## config.mk

```make
export PLATFORM = sky130hd
export DESIGN_NAME = morse_character_keyer
export DESIGN_NICKNAME = d
export VERILOG_FILES = /design/src/mck_pkg.sv /design/src/morse_character_keyer.sv /design/src/mck_front.sv /design/src/mck_queue.sv /design/src/mck_back.sv
export SDC_FILE = /design/constraint.sdc
export NUM_CORES = 1
export LEC_CHECK = 0
export BUFFER_PORTS_ARGS = -buffer_cell sky130_fd_sc_hd__buf_2
export CORE_ASPECT_RATIO = 2
export CORE_MARGIN = 8
export CORE_UTILIZATION = 56
export DETAILED_ROUTE_END_ITERATION = 6
export PLACE_DENSITY_LB_ADDON = 0.15
export SYNTH_ARGS = -nofsm -noshare
export SYNTH_HDL_FRONTEND = slang
export SYNTH_SLANG_ARGS = --single-unit
```

## constraint.sdc

```tcl
create_clock -name clock -period 3 [get_ports clock]
set_input_delay 0.6 -clock clock [delete_from_list [all_inputs] [get_ports clock]]
set_output_delay 0.6 -clock clock [all_outputs]
set_load 0.01 [all_outputs]
```

## src/mck_pkg.sv

```systemverilog
// Shared types, register map and Morse pattern table for the character keyer.
// No dependencies; imported by every module of the keyer.
package mck_pkg;

   // Configuration register map
   localparam int MCK_REG_COUNT   = 3;
   localparam int MCK_ADDR_WIDTH  = 4;
   localparam int MCK_DATA_WIDTH  = 32;
   localparam int MCK_TICK_WIDTH  = 16;

   localparam logic [1:0] REG_GAP_TICKS  = 2'd0;
   localparam logic [1:0] REG_DASH_TICKS = 2'd1;
   localparam logic [1:0] REG_DOT_TICKS  = 2'd2;

   localparam logic [MCK_TICK_WIDTH-1:0] GAP_TICKS_RESET  = 16'd500;
   localparam logic [MCK_TICK_WIDTH-1:0] DASH_TICKS_RESET = 16'd700;
   localparam logic [MCK_TICK_WIDTH-1:0] DOT_TICKS_RESET  = 16'd300;

   // Depth of the queue between classifier and sequencer
   localparam int MCK_QUEUE_DEPTH = 2;

   // ASCII landmarks used by the classifier
   localparam logic [7:0] ASCII_COMMA    = 8'd44;
   localparam logic [7:0] ASCII_PERIOD   = 8'd46;
   localparam logic [7:0] ASCII_DIGIT_LO = 8'd48;
   localparam logic [7:0] ASCII_DIGIT_HI = 8'd57;
   localparam logic [7:0] ASCII_QUESTION = 8'd63;
   localparam logic [7:0] ASCII_UPPER_LO = 8'd65;
   localparam logic [7:0] ASCII_UPPER_HI = 8'd90;
   localparam logic [7:0] ASCII_LOWER_LO = 8'd97;
   localparam logic [7:0] ASCII_LOWER_HI = 8'd122;

   // Classified character: symbol count (0 = uncoded) and symbols,
   // first symbol in the MSB, 1 = dash, 0 = dot.
   typedef struct packed {
      logic [2:0] len;
      logic [5:0] sym;
      logic       eom;
   } mck_item_type;

   typedef struct packed {
      logic [2:0] len;
      logic [5:0] sym;
   } mck_pattern_type;

   // Pattern of a letter, index 0 = A
   function automatic mck_pattern_type mck_letter(input logic [4:0] idx);
      mck_pattern_type p;
      p = '0;
      case (idx)
         5'd0:  p = '{3'd2, 6'b010000}; // A .-
         5'd1:  p = '{3'd4, 6'b100000}; // B -...
         5'd2:  p = '{3'd4, 6'b101000}; // C -.-.
         5'd3:  p = '{3'd3, 6'b100000}; // D -..
         5'd4:  p = '{3'd1, 6'b000000}; // E .
         5'd5:  p = '{3'd4, 6'b001000}; // F ..-.
         5'd6:  p = '{3'd3, 6'b110000}; // G --.
         5'd7:  p = '{3'd4, 6'b000000}; // H ....
         5'd8:  p = '{3'd2, 6'b000000}; // I ..
         5'd9:  p = '{3'd4, 6'b011100}; // J .---
         5'd10: p = '{3'd3, 6'b101000}; // K -.-
         5'd11: p = '{3'd4, 6'b010000}; // L .-..
         5'd12: p = '{3'd2, 6'b110000}; // M --
         5'd13: p = '{3'd2, 6'b100000}; // N -.
         5'd14: p = '{3'd3, 6'b111000}; // O ---
         5'd15: p = '{3'd4, 6'b011000}; // P .--.
         5'd16: p = '{3'd4, 6'b110100}; // Q --.-
         5'd17: p = '{3'd3, 6'b010000}; // R .-.
         5'd18: p = '{3'd3, 6'b000000}; // S ...
         5'd19: p = '{3'd1, 6'b100000}; // T -
         5'd20: p = '{3'd3, 6'b001000}; // U ..-
         5'd21: p = '{3'd4, 6'b000100}; // V ...-
         5'd22: p = '{3'd3, 6'b011000}; // W .--
         5'd23: p = '{3'd4, 6'b100100}; // X -..-
         5'd24: p = '{3'd4, 6'b101100}; // Y -.--
         5'd25: p = '{3'd4, 6'b110000}; // Z --..
         default: p = '0;
      endcase
      return p;
   endfunction

   // Pattern of a digit 0..9
   function automatic mck_pattern_type mck_digit(input logic [3:0] idx);
      mck_pattern_type p;
      p = '0;
      case (idx)
         4'd0: p = '{3'd5, 6'b111110};
         4'd1: p = '{3'd5, 6'b011110};
         4'd2: p = '{3'd5, 6'b001110};
         4'd3: p = '{3'd5, 6'b000110};
         4'd4: p = '{3'd5, 6'b000010};
         4'd5: p = '{3'd5, 6'b000000};
         4'd6: p = '{3'd5, 6'b100000};
         4'd7: p = '{3'd5, 6'b110000};
         4'd8: p = '{3'd5, 6'b111000};
         4'd9: p = '{3'd5, 6'b111100};
         default: p = '0;
      endcase
      return p;
   endfunction

   // Full classifier: byte to pattern, uncoded bytes give length zero
   function automatic mck_pattern_type mck_classify(input logic [7:0] c);
      mck_pattern_type p;
      logic [7:0]      off;
      p   = '0;
      off = '0;
      if (c >= ASCII_LOWER_LO && c <= ASCII_LOWER_HI) begin
         off = c - ASCII_LOWER_LO;
         p   = mck_letter(off[4:0]);
      end else if (c >= ASCII_UPPER_LO && c <= ASCII_UPPER_HI) begin
         off = c - ASCII_UPPER_LO;
         p   = mck_letter(off[4:0]);
      end else if (c >= ASCII_DIGIT_LO && c <= ASCII_DIGIT_HI) begin
         off = c - ASCII_DIGIT_LO;
         p   = mck_digit(off[3:0]);
      end else if (c == ASCII_QUESTION) begin
         p = '{3'd6, 6'b001100};
      end else if (c == ASCII_PERIOD) begin
         p = '{3'd6, 6'b010101};
      end else if (c == ASCII_COMMA) begin
         p = '{3'd6, 6'b110011};
      end
      return p;
   endfunction

endpackage

```

## src/morse_character_keyer.sv

```systemverilog
// Top level of the Morse character keyer: register file, front end, queue, sequencer.
// Depends on mck_pkg, mck_front, mck_queue and mck_back.
//
//   channel   direction  handshake             payload
//   request   in         push / full           req_ascii_char, req_end_of_message
//   response  out        empty / pop           rsp_led_on, rsp_duration,
//                                              rsp_char_last, rsp_message_end
//   csr       in/out     psel/penable/pready   paddr, pwdata, prdata (gap, dash, dot)
//
// A coded character of n symbols gives 2n segments, one per cycle while the
// result side keeps popping, after the sequencer has loaded it from the queue;
// an uncoded byte gives one dark segment. The rate is set by the sequencer,
// which emits one segment a cycle into a one-entry output register.
// Requests queue up (QueueDepth entries) while a character is being sent.
// Synchronous reset clears control state and loads the register defaults.
module morse_character_keyer
   import mck_pkg::*;
#(
   parameter int QueueDepth = MCK_QUEUE_DEPTH
)(
   input  logic                      clock,
   input  logic                      reset,
   input  logic                      push,
   output logic                      full,
   input  logic [7:0]                req_ascii_char,
   input  logic                      req_end_of_message,
   output logic                      empty,
   input  logic                      pop,
   output logic                      rsp_led_on,
   output logic [MCK_TICK_WIDTH-1:0] rsp_duration,
   output logic                      rsp_char_last,
   output logic                      rsp_message_end,
   input  logic                      psel,
   input  logic                      penable,
   input  logic                      pwrite,
   input  logic [MCK_ADDR_WIDTH-1:0] paddr,
   input  logic [MCK_DATA_WIDTH-1:0] pwdata,
   output logic [MCK_DATA_WIDTH-1:0] prdata,
   output logic                      pready
);

   logic [MCK_TICK_WIDTH-1:0] gap_ticks_ff, gap_ticks_in;
   logic [MCK_TICK_WIDTH-1:0] dash_ticks_ff, dash_ticks_in;
   logic [MCK_TICK_WIDTH-1:0] dot_ticks_ff, dot_ticks_in;
   logic [1:0]                reg_idx;
   logic                      csr_write;
   logic                      q_push, q_pop, q_full, q_empty;
   mck_item_type              q_push_item, q_pop_item;

   assign pready    = 1'b1;
   assign reg_idx   = paddr[3:2];
   assign csr_write = psel & penable & pwrite & pready;

   // Register writes; unmapped addresses are ignored
   always_comb begin
      gap_ticks_in  = gap_ticks_ff;
      dash_ticks_in = dash_ticks_ff;
      dot_ticks_in  = dot_ticks_ff;
      if (csr_write) begin
         unique case (reg_idx)
            REG_GAP_TICKS:  gap_ticks_in  = pwdata[MCK_TICK_WIDTH-1:0];
            REG_DASH_TICKS: dash_ticks_in = pwdata[MCK_TICK_WIDTH-1:0];
            REG_DOT_TICKS:  dot_ticks_in  = pwdata[MCK_TICK_WIDTH-1:0];
            default: ;
         endcase
      end
   end

   // Register read mux
   always_comb begin
      unique case (reg_idx)
         REG_GAP_TICKS:  prdata = MCK_DATA_WIDTH'(gap_ticks_ff);
         REG_DASH_TICKS: prdata = MCK_DATA_WIDTH'(dash_ticks_ff);
         REG_DOT_TICKS:  prdata = MCK_DATA_WIDTH'(dot_ticks_ff);
         default:        prdata = '0;
      endcase
   end

   always_ff @(posedge clock) begin
      if (reset) begin
         gap_ticks_ff  <= GAP_TICKS_RESET;
         dash_ticks_ff <= DASH_TICKS_RESET;
         dot_ticks_ff  <= DOT_TICKS_RESET;
      end else begin
         gap_ticks_ff  <= gap_ticks_in;
         dash_ticks_ff <= dash_ticks_in;
         dot_ticks_ff  <= dot_ticks_in;
      end
   end

   assign full = q_full;

   mck_front u_front (
      .push               (push),
      .req_ascii_char     (req_ascii_char),
      .req_end_of_message (req_end_of_message),
      .queue_full         (q_full),
      .queue_push         (q_push),
      .queue_item         (q_push_item)
   );

   mck_queue #(
      .Depth (QueueDepth)
   ) u_queue (
      .clock     (clock),
      .reset     (reset),
      .push      (q_push),
      .push_item (q_push_item),
      .full      (q_full),
      .pop       (q_pop),
      .empty     (q_empty),
      .pop_item  (q_pop_item)
   );

   mck_back u_back (
      .clock           (clock),
      .reset           (reset),
      .gap_ticks       (gap_ticks_ff),
      .dash_ticks      (dash_ticks_ff),
      .dot_ticks       (dot_ticks_ff),
      .item_empty      (q_empty),
      .item            (q_pop_item),
      .item_pop        (q_pop),
      .empty           (empty),
      .pop             (pop),
      .rsp_led_on      (rsp_led_on),
      .rsp_duration    (rsp_duration),
      .rsp_char_last   (rsp_char_last),
      .rsp_message_end (rsp_message_end)
   );

   // Checks
   a_reset_empty: assert property (@(posedge clock)
      reset |=> empty)
      else $error("response valid right after reset");

   a_mend_on_last: assert property (@(posedge clock) disable iff (reset)
      (!empty && rsp_message_end) |-> rsp_char_last)
      else $error("message end flagged on a segment that is not last");

   a_uncoded_zero: assert property (@(posedge clock) disable iff (reset)
      (!empty && !rsp_led_on && rsp_char_last) |-> (rsp_duration == '0))
      else $error("final dark segment with nonzero duration");

   a_mark_duration: assert property (@(posedge clock) disable iff (reset)
      (!empty && rsp_led_on) |->
         (rsp_duration == dash_ticks_ff || rsp_duration == dot_ticks_ff))
      else $error("lit segment duration is neither dot nor dash");

endmodule

```

## src/mck_front.sv

```systemverilog
// Front end: accepts a character request and classifies it into a Morse pattern.
// Depends on mck_pkg.
module mck_front
   import mck_pkg::*;
(
   input  logic         push,
   input  logic [7:0]   req_ascii_char,
   input  logic         req_end_of_message,
   input  logic         queue_full,
   output logic         queue_push,
   output mck_item_type queue_item
);

   mck_pattern_type pattern;

   // Table lookup, then hand the item to the queue
   always_comb begin
      pattern          = mck_classify(req_ascii_char);
      queue_item.len   = pattern.len;
      queue_item.sym   = pattern.sym;
      queue_item.eom   = req_end_of_message;
      queue_push       = push & ~queue_full;
   end

endmodule

```

## src/mck_queue.sv

```systemverilog
// Small FIFO of classified characters between front end and sequencer.
// Depends on mck_pkg.
module mck_queue
   import mck_pkg::*;
#(
   parameter int Depth = MCK_QUEUE_DEPTH
)(
   input  logic         clock,
   input  logic         reset,
   input  logic         push,
   input  mck_item_type push_item,
   output logic         full,
   input  logic         pop,
   output logic         empty,
   output mck_item_type pop_item
);

   localparam int PtrW = (Depth > 1) ? $clog2(Depth) : 1;
   localparam int CntW = $clog2(Depth + 1);

   mck_item_type      store_ff [Depth];
   logic [PtrW-1:0]   wr_ptr_ff, wr_ptr_in;
   logic [PtrW-1:0]   rd_ptr_ff, rd_ptr_in;
   logic [CntW-1:0]   count_ff, count_in;
   logic              do_push, do_pop;

   assign full     = (count_ff == CntW'(Depth));
   assign empty    = (count_ff == '0);
   assign do_push  = push & ~full;
   assign do_pop   = pop & ~empty;
   assign pop_item = store_ff[rd_ptr_ff];

   // Pointer and fill count update
   always_comb begin
      wr_ptr_in = wr_ptr_ff;
      rd_ptr_in = rd_ptr_ff;
      count_in  = count_ff;
      if (do_push) begin
         wr_ptr_in = (wr_ptr_ff == PtrW'(Depth - 1)) ? '0 : wr_ptr_ff + 1'b1;
      end
      if (do_pop) begin
         rd_ptr_in = (rd_ptr_ff == PtrW'(Depth - 1)) ? '0 : rd_ptr_ff + 1'b1;
      end
      if (do_push && !do_pop) begin
         count_in = count_ff + 1'b1;
      end else if (do_pop && !do_push) begin
         count_in = count_ff - 1'b1;
      end
   end

   always_ff @(posedge clock) begin
      if (reset) begin
         wr_ptr_ff <= '0;
         rd_ptr_ff <= '0;
         count_ff  <= '0;
      end else begin
         wr_ptr_ff <= wr_ptr_in;
         rd_ptr_ff <= rd_ptr_in;
         count_ff  <= count_in;
      end
   end

   // Entry storage, no reset needed
   always_ff @(posedge clock) begin
      if (do_push) begin
         store_ff[wr_ptr_ff] <= push_item;
      end
   end

endmodule

```

## src/mck_back.sv

```systemverilog
// Back end: walks a character's symbols and emits gap/mark LED segments.
// Depends on mck_pkg; fed by mck_queue, drives the result output register.
module mck_back
   import mck_pkg::*;
(
   input  logic                      clock,
   input  logic                      reset,
   input  logic [MCK_TICK_WIDTH-1:0] gap_ticks,
   input  logic [MCK_TICK_WIDTH-1:0] dash_ticks,
   input  logic [MCK_TICK_WIDTH-1:0] dot_ticks,
   input  logic                      item_empty,
   input  mck_item_type              item,
   output logic                      item_pop,
   output logic                      empty,
   input  logic                      pop,
   output logic                      rsp_led_on,
   output logic [MCK_TICK_WIDTH-1:0] rsp_duration,
   output logic                      rsp_char_last,
   output logic                      rsp_message_end
);

   typedef enum logic [2:0] {
      ST_IDLE = 3'b001,
      ST_GAP  = 3'b010,
      ST_MARK = 3'b100
   } state_type;

   state_type                 state_ff, state_in;
   logic [2:0]                left_ff, left_in;
   logic [5:0]                sym_ff, sym_in;
   logic                      eom_ff, eom_in;
   logic                      out_valid_ff, out_valid_in;
   logic                      led_ff, led_in;
   logic [MCK_TICK_WIDTH-1:0] dur_ff, dur_in;
   logic                      last_ff, last_in;
   logic                      mend_ff, mend_in;
   logic                      slot_free;

   // Output slot can take a segment when empty or being drained
   assign slot_free = ~out_valid_ff | pop;

   assign empty           = ~out_valid_ff;
   assign rsp_led_on      = led_ff;
   assign rsp_duration    = dur_ff;
   assign rsp_char_last   = last_ff;
   assign rsp_message_end = mend_ff;

   // Sequencer
   always_comb begin
      state_in     = state_ff;
      left_in      = left_ff;
      sym_in       = sym_ff;
      eom_in       = eom_ff;
      out_valid_in = out_valid_ff & ~pop;
      led_in       = led_ff;
      dur_in       = dur_ff;
      last_in      = last_ff;
      mend_in      = mend_ff;
      item_pop     = 1'b0;
      unique case (state_ff)
         ST_IDLE: begin
            if (!item_empty) begin
               item_pop = 1'b1;
               left_in  = item.len;
               sym_in   = item.sym;
               eom_in   = item.eom;
               state_in = ST_GAP;
            end
         end
         ST_GAP: begin
            if (slot_free) begin
               out_valid_in = 1'b1;
               led_in       = 1'b0;
               if (left_ff == '0) begin
                  // uncoded byte: one empty dark segment
                  dur_in   = '0;
                  last_in  = 1'b1;
                  mend_in  = eom_ff;
                  state_in = ST_IDLE;
               end else begin
                  dur_in   = gap_ticks;
                  last_in  = 1'b0;
                  mend_in  = 1'b0;
                  state_in = ST_MARK;
               end
            end
         end
         ST_MARK: begin
            if (slot_free) begin
               out_valid_in = 1'b1;
               led_in       = 1'b1;
               dur_in       = sym_ff[5] ? dash_ticks : dot_ticks;
               last_in      = (left_ff == 3'd1);
               mend_in      = (left_ff == 3'd1) & eom_ff;
               sym_in       = {sym_ff[4:0], 1'b0};
               left_in      = left_ff - 1'b1;
               state_in     = (left_ff == 3'd1) ? ST_IDLE : ST_GAP;
            end
         end
         default: begin
            state_in = ST_IDLE;
         end
      endcase
   end

   always_ff @(posedge clock) begin
      if (reset) begin
         state_ff     <= ST_IDLE;
         out_valid_ff <= 1'b0;
      end else begin
         state_ff     <= state_in;
         out_valid_ff <= out_valid_in;
      end
   end

   // Payload registers
   always_ff @(posedge clock) begin
      left_ff <= left_in;
      sym_ff  <= sym_in;
      eom_ff  <= eom_in;
      led_ff  <= led_in;
      dur_ff  <= dur_in;
      last_ff <= last_in;
      mend_ff <= mend_in;
   end

endmodule

```

==> metrics.md, run 1 <==
| Metric | Value |
|---|---|
| P_sw | 0.001162 W |
| Die Wd | 86.90 um |
| Critical-path top delay cell | buf_2 |
| Syn Area/Cell | 8.964 um2 |
| Inserted Clock Buffers | 9 |
| Initial Util | 56.55% |
| Flop pwr share | 48.8% |
| Multi-input logic area | 0.002720 mm2 |
| Via density | 5.483 |
| Worst EP arrival | 1.87 ns |
| Yosys cell types | 55 |
| First-pass GRT wire length | 20770 um |
| Most frequent CP cell | buf_2 |
| Fillers | 865 |
| CP required | 2.40 ns |
| Synthesized instance count | 628 |
| Number of diodes | 0 |
| Post-synth EDFFs | 49 |
| H-tree depth | 3 |
| Worst-Margin Slew | 0.9457 ns |
| CP startpoint kind | input port |
| TritonCTS clock tree | yes |
| Synth Flop Type | dfxtp_1 |
| Largest net degree at the start of global routing | 58 |
| Drc violations | 0 |
| Share of cells above drive strength 1 | 16.88% |
| HPWL after DPL | 8816 um |
| Sink Count | 106 |
| CTS max path bufs | 2 |
| Worst vdd ir | 0.4847 mV |
| Leakage power total | 2.557 nW |
| Num ports | 106 |
| Initial antenna violation count | 0 |
| Cell family with most CP delay | buffers and inverters |
| Nets | 752 |
| Asr flop ratio synth | 0% |
| Clock Power Share | 27.1% |
| Sequential area share after synthesis | 46.41% |
| Max Cap Viol | 0 |
| Power density over the cells | 607.4 mW/mm2 |
| Fmax | 404.5 MHz |
| Crit share post-route | 82.41% |
| Nature of the critical path endpoint | output pin |
| Synth Warn # | 0 |
| I/O Buffers | 70 |
| Die Y-Extent | 157.8 um |
| Outcome | complete, no violations |
| Post-CTS setup buffer count | 0 |
| Final WL | 12930 um |
| Site Rows | 52 |
| Comb power frac | 24.1% |
| Main combinational cell family by area after synthesis | simple AND/OR/NAND/NOR gates |
| Final setup vio count | 0 |
| GRT Resource Usage Total | 19.20% |
| Worst hold margin | 0.4569 ns |
| CTS Hold Buffers Added | 0 |
| Via count | 4540 |
| Synth Area in XOR/XNOR | 2.178% |
| Clk_lat worst skew | 0.34 ns |
| FF/Latch Area | 0.002613 mm2 |
| Largest stage delay, worst path | 0.52 ns |
| Fin crit period | 2.472 ns |
| Fin Setup TNS | 0 ns |
| Pre-antenna DRT Iters | 4 |
| Global route overflow | 0 |
| Post-CTS Resized | 0 |
| Worst min path class | input port to flip-flop |
| Internal Power | 0.002689 W |
| Area growth, synth to finish | 12.63% |
| Worst clock skew | 0.007334 ns |
| Yosys reg bits | 106 |
| Vias in the first global route | 4315 |
| Die area | 0.01371 mm2 |
| Clk root buf | clkbuf_16 |
| Post-synthesis compound-gate area fraction | 13.09% |
| Core area | 0.009955 mm2 |
| Net switching fraction of the power | 30.18% |
| Crit path buffers/inverters | 3 |
| Critical path class | input port to output pin |
| Slew Limit Headroom | 36.95% |
| Final hold viol count | 0 |
| Final GP Congestion | 0.9343 |
| Max-slew violations | 0 |
| Simple-gate share of the synthesized area | 20.96% |
| Critical-path cell list | buf_2 > nor2b_1 > buf_4 > nand2_1 > o21ai_0 > buf_2 |
| Clock transition at the registers of the reported paths | 0.06 ns |
| RSZ-0062 raised after global routing | no |
| Area of the mapped netlist | 0.005629 mm2 |
| Synth Area in Adders | 2.667% |
| Routed Antenna Nets | 0 |
| Wire per inst | 15.61 um |
| Post-synthesis mux area share | 8.202% |
| CP max FO | 22 |
| DR iter-0 viols | 365 |
cell type report:
| cell class | instances | share of cell area [%] |
|---|---|---|
| multi-input combinational | 465 | 42.91 |
| clock inverter | 6 | 0.5329 |
| sequential | 106 | 41.21 |
| timing repair buffer | 94 | 8.368 |
| tap | 135 | 2.664 |
| clock buffer | 10 | 3.612 |
| inverter | 12 | 0.7105 |
through the flow:
| step | area, um2 | instances | setup WS, ns | total power, W | utilization, % |
|---|---|---|---|---|---|
| floorplan | 5685 | 643 | 0.2633 | 0.002589 | - |
| global placement | 6077 | 812 | 0.2752 | 0.002813 | 61.05 |
| detailed placement | 6077 | 812 | 0.2441 | 0.002837 | 61.05 |
| CTS | 6340 | 828 | 0.5304 | 0.003883 | 63.69 |
| global route | 6340 | 828 | 0.4325 | 0.004054 | 63.69 |
| finish | 6340 | 828 | 0.5278 | 0.003851 | 63.69 |
power by group through the flow:
stage / clock, W / sequential (W) / combinational (W)
CTS: 0.00107 / 0.00188 / 0.000932
global route: 0.00112 / 0.00190 / 0.00103
finish: 0.00104 / 0.00188 / 0.000928
global placement: 0 / 0.00190 / 0.000910
detailed placement: 0 / 0.00191 / 0.000926
floorplan: 0 / 0.00187 / 0.000719
worst reg2reg max path, cell delays in order, from the launching register on:
cell	delay [ns]
dfxtp_1	0.51
nand2b_1	0.13
nor3_1	0.49
inv_1	0.12
ha_1	0.35
or3_1	0.37
a21oi_1	0.15
sequential cells by signal, indices dropped and copies added (netlist names), 2 cells and up, named ones only:
| name | count |
|---|---|
| u_back.sym_ff | 6 |
| u_queue.count_ff | 2 |
| u_back.state_ff | 3 |
| gap_ticks_ff | 16 |
| u_queue.store_ff | 20 |
| dot_ticks_ff | 16 |
| dash_ticks_ff | 16 |
| u_back.rsp_duration | 16 |
| u_back.left_ff | 3 |
kinds of logic after synthesis:
family	count (synthesis)
other	2
multiplexers	46
XOR/XNOR	11
buffers and inverters	72
flip-flops	106
AO/OA/AOI/OAI	127
AND/OR/NAND/NOR	252
adder cells (fa/ha/maj)	12
worst paths after layout:
path | startpoint | end | slack (ns) | cells past startpoint
worst max-delay path | paddr[2] | prdata[9] | 0.53 | 6
worst min-delay path | req_end_of_message | u_queue.store_ff[1][0]$_DFFE_PP_ | 0.46 | 1
worst max register to register | u_back.state_ff[0]$_SDFFE_PP1P_ | u_queue.count_ff[1]$_SDFFE_PP0P_ | 0.80 | 6
worst min register to register | dot_ticks_ff[7]$_SDFFE_PP0P_ | dot_ticks_ff[7]$_SDFFE_PP0P_ | 0.47 | 2
cell usage in the layout, fill, tap and decap left out, drive strengths merged, types with 4 or more instances in the layout:
master,netlist,routed
ha,12,12
mux2i,45,45
buf,30,94
nor2b,10,10
a211oi,4,4
o21ai,48,48
inv,12,12
nor2,31,31
nand3,23,23
nand3b,20,20
edfxtp,49,49
dfxtp,57,57
xor2,7,7
o31ai,6,6
nor3,12,12
clkbuf,30,10
conb,2,17
nand2b,7,7
xnor2,4,4
nand2,134,134
a21oi,46,46
per-layer routing:
layer  routed length [um]  vias to the layer above  GRT usage (%)
li1                     -                     2271              -
met1                 5843                     2140          24.81
met2                 6312                      115          30.83
met3                  601                       14          3.328
met4                  169                        0          7.692
met5                    0                        -              0
Yosys cell counts (all sizes together), types with 2 or more instances:
master / instances / area share [%]
nand2: 134 / 8.9
dfxtp: 57 / 20
edfxtp: 49 / 26
o21ai: 48 / 4.3
a21oi: 46 / 4.1
mux2i: 45 / 8.0
nor2: 31 / 2.1
buf: 30 / 3.6
clkbuf: 30 / 2.0
nand3: 23 / 2.0
nand3b: 20 / 2.7
ha: 12 / 2.7
inv: 12 / 0.80
nor3: 12 / 1.3
nor2b: 10 / 1.1
nand2b: 7 / 0.78
xor2: 7 / 1.6
o31ai: 6 / 0.89
a211oi: 4 / 0.53
xnor2: 4 / 0.62
and2: 3 / 0.33
a21o: 2 / 0.27
a221oi: 2 / 0.31
a311oi: 2 / 0.31
a31oi: 2 / 0.22
and3: 2 / 0.22
conb: 2 / 0.13
nand4: 2 / 0.22
nor3b: 2 / 0.56
nor4: 2 / 0.22
o211ai: 2 / 0.27
o22ai: 2 / 0.22
or3: 2 / 0.22
No activity file was read; power rests on OpenSTA's default activity.
==> inputs of run 2 (changes only) <==
--- a/config.mk
+++ b/config.mk
@@ -8,7 +8,7 @@
 export BUFFER_PORTS_ARGS = -buffer_cell sky130_fd_sc_hd__buf_2
 export CORE_ASPECT_RATIO = 2
 export CORE_MARGIN = 8
-export CORE_UTILIZATION = 56
+export CORE_UTILIZATION = 50
 export DETAILED_ROUTE_END_ITERATION = 6
 export PLACE_DENSITY_LB_ADDON = 0.15
 export SYNTH_ARGS = -nofsm -noshare
==> constraint.sdc (replaced) <==
create_clock -name clock -period 2 [get_ports clock]
set_input_delay 0.4 -clock clock [delete_from_list [all_inputs] [get_ports clock]]
set_output_delay 0.4 -clock clock [all_outputs]
set_load 0.01 [all_outputs]
==> run 2 against run 1 <==
Effect of this change:
- worst hold slack lost 0.21 ns
- count of clock-buffer cells in the layout shrank 1
- non-clock buffer count grew 34
- critical path type is now input port to flip-flop
- critical endpoint is now u_queue.store_ff[1][4]$_DFFE_PP_
==> metrics.md, run 2 (same netlist as run 1, synthesis figures left out) <==
| Metric | Value |
|---|---|
| Outcome | complete, no violations |
| Site Rows | 55 |
| First-pass GRT wire length | 22710 um |
| Leakage power total | 2.777 nW |
| HPWL after DPL | 9716 um |
| Slew Limit Headroom | 43.66% |
| H-tree depth | 3 |
| Post-CTS Resized | 0 |
| Worst EP arrival | 2.11 ns |
| Clk root buf | clkbuf_16 |
| Wire per inst | 15.93 um |
| Die Wd | 91.03 um |
| Inserted Clock Buffers | 9 |
| Largest net degree at the start of global routing | 58 |
| Via density | 5.362 |
| Placed cell count | 852 |
| Fmax | 513.8 MHz |
| CTS max path bufs | 2 |
| Max FFs per register | 20 |
| Met1 wire length | 6217 um |
| Worst flop-to-flop path endpoint | u_back.left_ff[2]$_DFFE_PP_ |
| Fin crit period | 1.946 ns |
| Global route overflow | 0 |
| Non-filler cells, final | 869 |
| WHS Endpoint | u_queue.store_ff[0][0]$_DFFE_PP_ |
| Die area | 0.01512 mm2 |
| Core area | 0.01115 mm2 |
| Critical-path top delay cell | a311o_1 |
| CP startpoint kind | input port |
| Power density over the cells | 920.4 mW/mm2 |
| Worst vdd ir | 0.7024 mV |
| Sink Count | 106 |
| GRT Resource Usage Total | 18.27% |
| Worst clock skew | 0.01099 ns |
| Final hold viol count | 0 |
| Share of cells above drive strength 1 | 22.01% |
| Final instance area | 0.006756 mm2 |
| Final setup vio count | 0 |
| Max-slew violations | 0 |
| Routed Antenna Nets | 0 |
| TritonCTS clock tree | yes |
| Area growth, synth to finish | 20.03% |
| Largest Register | u_queue.store_ff |
| Area post-placement | 0.006430 mm2 |
| Clock transition at the registers of the reported paths | 0.07 ns |
| Final GP Congestion | 0.8314 |
| Nature of the critical path endpoint | flip-flop |
| Clk_lat worst skew | 0.35 ns |
| Initial antenna violation count | 0 |
| Crit share post-route | 97.31% |
| Largest stage delay, worst path | 0.38 ns |
| Reg2Reg Depth | 4 |
| CTS Hold Buffers Added | 0 |
| Die Y-Extent | 166.1 um |
| CP max FO | 6 |
| Hold Crit Start | req_end_of_message |
| Num ports | 106 |
| Most frequent cells in the layout | nand2_1 (134), buf_2 (70), dfxtp_1 (57), buf_4 (53), edfxtp_1 (49) |
| I/O Buffers | 70 |
| Worst-Margin Slew | 0.8420 ns |
| Worst min path class | input port to flip-flop |
| R2R Setup Slk | 0.23 ns |
| Pre-antenna DRT Iters | 5 |
| Via count | 4660 |
| Met3 Routed Length | 561 um |
| Drc violations | 0 |
| Leading cell type in the layout, fill and taps excluded | nand2_1 |
| Wire length on met2 | 6831 um |
| Vias in the first global route | 4595 |
| Initial Util | 50.49% |
| Hold depth | 1 |
| Highest metal used | met4 |
| Critical path class | input port to flip-flop |
| Fillers | 1009 |
| DR iter-0 viols | 282 |
| Final WL | 13840 um |
| Number of diodes | 0 |
| Nets | 786 |
| R2r startpoint | u_back.state_ff[0]$_SDFFE_PP1P_ |
| Critical-path cell list | buf_2 > clkinvlp_4 > ha_4 > nor3b_4 > buf_12 > buf_4 > nand2_1 > nand4b_1 > a311o_1 > o22ai_1 |
| CP required | 2.16 ns |
| Final Total Pwr | 0.006219 W |
| Max Cap Viol | 0 |
-- run 2: changes by cell type in the layout (fill, tap and decap cells not counted), sizes merged --
cell      change
buf          +34
bufinv        +1
clkbuf        -1
clkinv        -2
clkinvlp      -2
inv           +4
-- run 2: routing by layer --
layer	vias to the layer above	track usage (%)
met1	2182	22.42
met3	19	4.074
met4	0	6.174
li1	2340	-
met2	119	30.54
met5	-	0
-- run 2: timing repair --
| action | in CTS | in global routing |
|---|---|---|
| setup endpoints to repair | 0 | 2 |
| hold endpoints to repair | 0 | 0 |
| setup buffers | 0 | 1 |
-- run 2: area by class of cell --
| cell class | instances | area [um2] | area share (%) |
|---|---|---|---|
| Clock buffer | 9 | 225.2 | 3.333 |
| Clock inverter | 7 | 81.33 | 1.204 |
| Inverter | 12 | 53.80 | 0.7963 |
| Multi-Input combinational cell | 465 | 2758 | 40.81 |
| Sequential cell | 106 | 2613 | 38.67 |
| Tap cell | 142 | 177.7 | 2.630 |
| Timing Repair Buffer | 128 | 848.3 | 12.56 |
-- run 2: where the power goes --
group	total, W	internal [W]	switching, W
Combinational	0.00159	0.000677	0.000916
Sequential	0.00280	0.00265	0.000148
Clock	0.00183	0.000996	0.000832
-- run 2: worst max-delay path by stage --
| stage | startpoint | to | slack, ns | depth (start not counted) |
|---|---|---|---|---|
| after detailed placement | req_ascii_char[0] | u_queue.store_ff[0][4]$_DFFE_PP_ | -0.27 | 8 |
| after floorplan | req_ascii_char[0] | u_queue.store_ff[0][8]$_DFFE_PP_ | -0.12 | 10 |
| after CTS | req_ascii_char[0] | u_queue.store_ff[1][4]$_DFFE_PP_ | 0.09 | 8 |
| after global placement | req_ascii_char[0] | u_queue.store_ff[0][6]$_DFFE_PP_ | -0.27 | 9 |
| final | req_ascii_char[0] | u_queue.store_ff[1][4]$_DFFE_PP_ | 0.05 | 10 |
| after global routing | req_ascii_char[0] | u_queue.store_ff[0][5]$_DFFE_PP_ | -0.005 | 10 |
-- run 2: worst max-delay path, delay by kind of cell --
family	cells	cell delay, ns
AO/OA/AOI/OAI	2	0.64
buffers and inverters	4	0.47
AND/OR/NAND/NOR	3	0.42
adder cells (fa/ha/maj)	1	0.18
-- run 2: stage by stage --
stage	setup WS (ns)	setup TNS [ns]	utilization, %	hold WS, ns
after floorplan	-0.1190	-0.7454	-	0.4486
after global placement	-0.2711	-2.639	57.68	0.4569
after detailed placement	-0.2703	-2.966	57.68	0.4603
after CTS	0.09147	0	60.43	0.2329
after global routing	-0.004984	-0.007355	60.61	0.2274
final	0.05370	0	60.61	0.2457
==> inputs of run 3 (changes only) <==
--- a/config.mk
+++ b/config.mk
@@ -10,7 +10,7 @@
 export CORE_MARGIN = 8
 export CORE_UTILIZATION = 50
 export DETAILED_ROUTE_END_ITERATION = 6
-export PLACE_DENSITY_LB_ADDON = 0.15
+export PLACE_DENSITY_LB_ADDON = 0.2
 export SYNTH_ARGS = -nofsm -noshare
 export SYNTH_HDL_FRONTEND = slang
 export SYNTH_SLANG_ARGS = --single-unit
==> constraint.sdc (replaced) <==
create_clock -name clock -period 2 [get_ports clock]
set_input_delay 0.2 -clock clock [delete_from_list [all_inputs] [get_ports clock]]
set_output_delay 0.2 -clock clock [all_outputs]
set_load 0.01 [all_outputs]
==> run 3 against run 2 <==
Effect of this change:
- register-to-register slack improved by 0.03 ns
- routed wire length decreased by 4.2%
- global-route usage decreased by 0.67 points
- largest cell class unchanged
- maximum frequency increased by 12%
- power decreased by 3.3%
==> metrics.md, run 3 (same netlist as run 1, synthesis figures left out) <==
| Metric | Value |
|---|---|
| Clock transition at the registers of the reported paths | 0.06 ns |
| HPWL after DPL | 9387 um |
| Nature of the critical path endpoint | flip-flop |
| TritonCTS clock tree | yes |
| CP max FO | 5 |
| Worst min path class | input port to flip-flop |
| Highest metal used | met4 |
| Leading cell type in the layout, fill and taps excluded | nand2_1 |
| Via density | 5.406 |
| Max Cap Viol | 0 |
| Pre-antenna DRT Iters | 4 |
| Cell family with most CP delay | simple AND/OR/NAND/NOR gates |
| Final Total Pwr | 0.006016 W |
| Via count | 4590 |
| Critical path class | flip-flop to flip-flop |
| Die Y-Extent | 166.1 um |
| Post-CTS setup buffer count | 0 |
| Global route overflow | 0 |
| Fmax | 573.6 MHz |
| Drc violations | 0 |
| Fin util | 58.92% |
| Vias in the first global route | 4597 |
| Die Wd | 91.03 um |
| Nets | 766 |
| Number of diodes | 0 |
| Largest stage delay, worst path | 0.37 ns |
| Worst vdd ir | 0.7763 mV |
| Worst-Margin Slew | 0.6530 ns |
| CP required | 2.27 ns |
| Crit path buffers/inverters | 1 |
| CTS max path bufs | 2 |
| Met1 wire length | 5672 um |
| Met3 Routed Length | 747 um |
| Die area | 0.01512 mm2 |
| Worst EP arrival | 2.02 ns |
| Reg2Reg Depth | 6 |
| Power density over the cells | 915.9 mW/mm2 |
| Worst clock skew | 0.005838 ns |
| H-tree depth | 3 |
| Leakage power total | 2.668 nW |
| Final WL | 13260 um |
| GRT Resource Usage Total | 17.60% |
| RSZ-0062 raised after global routing | no |
| DR iter-0 viols | 309 |
| CP startpoint kind | flip-flop |
| Largest Register | u_queue.store_ff |
| Wire length on met2 | 6617 um |
| Initial antenna violation count | 0 |
| Routed Antenna Nets | 0 |
| Fin crit period | 1.743 ns |
| Initial Util | 50.49% |
| Max FFs per register | 20 |
| Crit share post-route | 87.17% |
| Hold depth | 1 |
| Final setup vio count | 0 |
| Sink Count | 106 |
| Fillers | 1039 |
| Largest net degree at the start of global routing | 33 |
| Outcome | complete, no violations |
| Inserted Clock Buffers | 9 |
| Final hold viol count | 0 |
| Clk_lat worst skew | 0.34 ns |
| Site Rows | 55 |
| Stages on worst setup path | 6 |
| Most frequent cells in the layout | nand2_1 (134), buf_2 (70), dfxtp_1 (57), edfxtp_1 (49), o21ai_0 (48) |
| Clk root buf | clkbuf_16 |
| Max-slew violations | 0 |
| Wire per inst | 15.62 um |
| Critical-path top delay cell | or3_1 |
| Critical-path cell list | nand2b_1 > nor3_1 > inv_1 > ha_1 > or3_1 > a21oi_1 |
| CTS Hold Buffers Added | 0 |
| Post-CTS Resized | 0 |
| Area growth, synth to finish | 16.69% |
| Slew Limit Headroom | 56.47% |
| Final GP Congestion | 0.9079 |
| First-pass GRT wire length | 21740 um |
| Fin Setup TNS | 0 ns |
| Share of cells above drive strength 1 | 19.24% |
| Num ports | 106 |
| Core area | 0.01115 mm2 |
| I/O Buffers | 70 |
[run 3: cell type report]
cell class	instances	area (um2)	area share [%]
clock inverters	3	21.27	0.3238
well taps	142	177.7	2.705
flip-flops and latches	106	2613	39.77
repair buffers	108	685.7	10.44
clock buffers	13	271.5	4.133
inverters	12	47.55	0.7238
multi-input cells	465	2753	41.90
[run 3: worst reg2reg max path, stage by stage, from the launching register on]
cell	delay [ns]
dfxtp_1	0.34
nand2b_1	0.16
nor3_1	0.25
inv_1	0.08
ha_1	0.34
or3_1	0.37
a21oi_1	0.13
[run 3: metrics by stage]
stage | setup slack (ns) | area [um2] | instances | hold WS, ns
2_1_floorplan | 0.004478 | 5742 | 643 | 0.2989
3_3_place_gp | 0.05364 | 6276 | 833 | 0.3897
3_5_place_dp | 0.01181 | 6276 | 833 | 0.3999
4_1_cts | 0.2620 | 6569 | 849 | 0.04379
5_1_grt | 0.08821 | 6569 | 849 | 0.04723
6_report | 0.2566 | 6569 | 849 | 0.05452
[run 3: report_power, final]
group	total (W)	internal (W)	switching (W)
registers	0.00280	0.00265	0.000152
clock network	0.00169	0.000955	0.000737
logic	0.00152	0.000636	0.000887
total	0.00602	0.00424	0.00178
[run 3: final timing paths]
path / start / end / slack [ns]
max: u_back.state_ff[2]$_SDFFE_PP0P_ / u_queue.count_ff[1]$_SDFFE_PP0P_ / 0.26
min: req_end_of_message / u_queue.store_ff[1][0]$_DFFE_PP_ / 0.05
max reg2reg: u_back.state_ff[2]$_SDFFE_PP0P_ / u_queue.count_ff[1]$_SDFFE_PP0P_ / 0.26
min reg2reg: gap_ticks_ff[11]$_SDFFE_PP0P_ / gap_ticks_ff[11]$_SDFFE_PP0P_ / 0.47
[run 3: routing by layer]
metal / global-route usage (%) / up-vias
met3: 3.169 / 15
met1: 20.59 / 2148
met2: 30.03 / 126
met4: 8.399 / 0
met5: 0 / -
li1: - / 2301
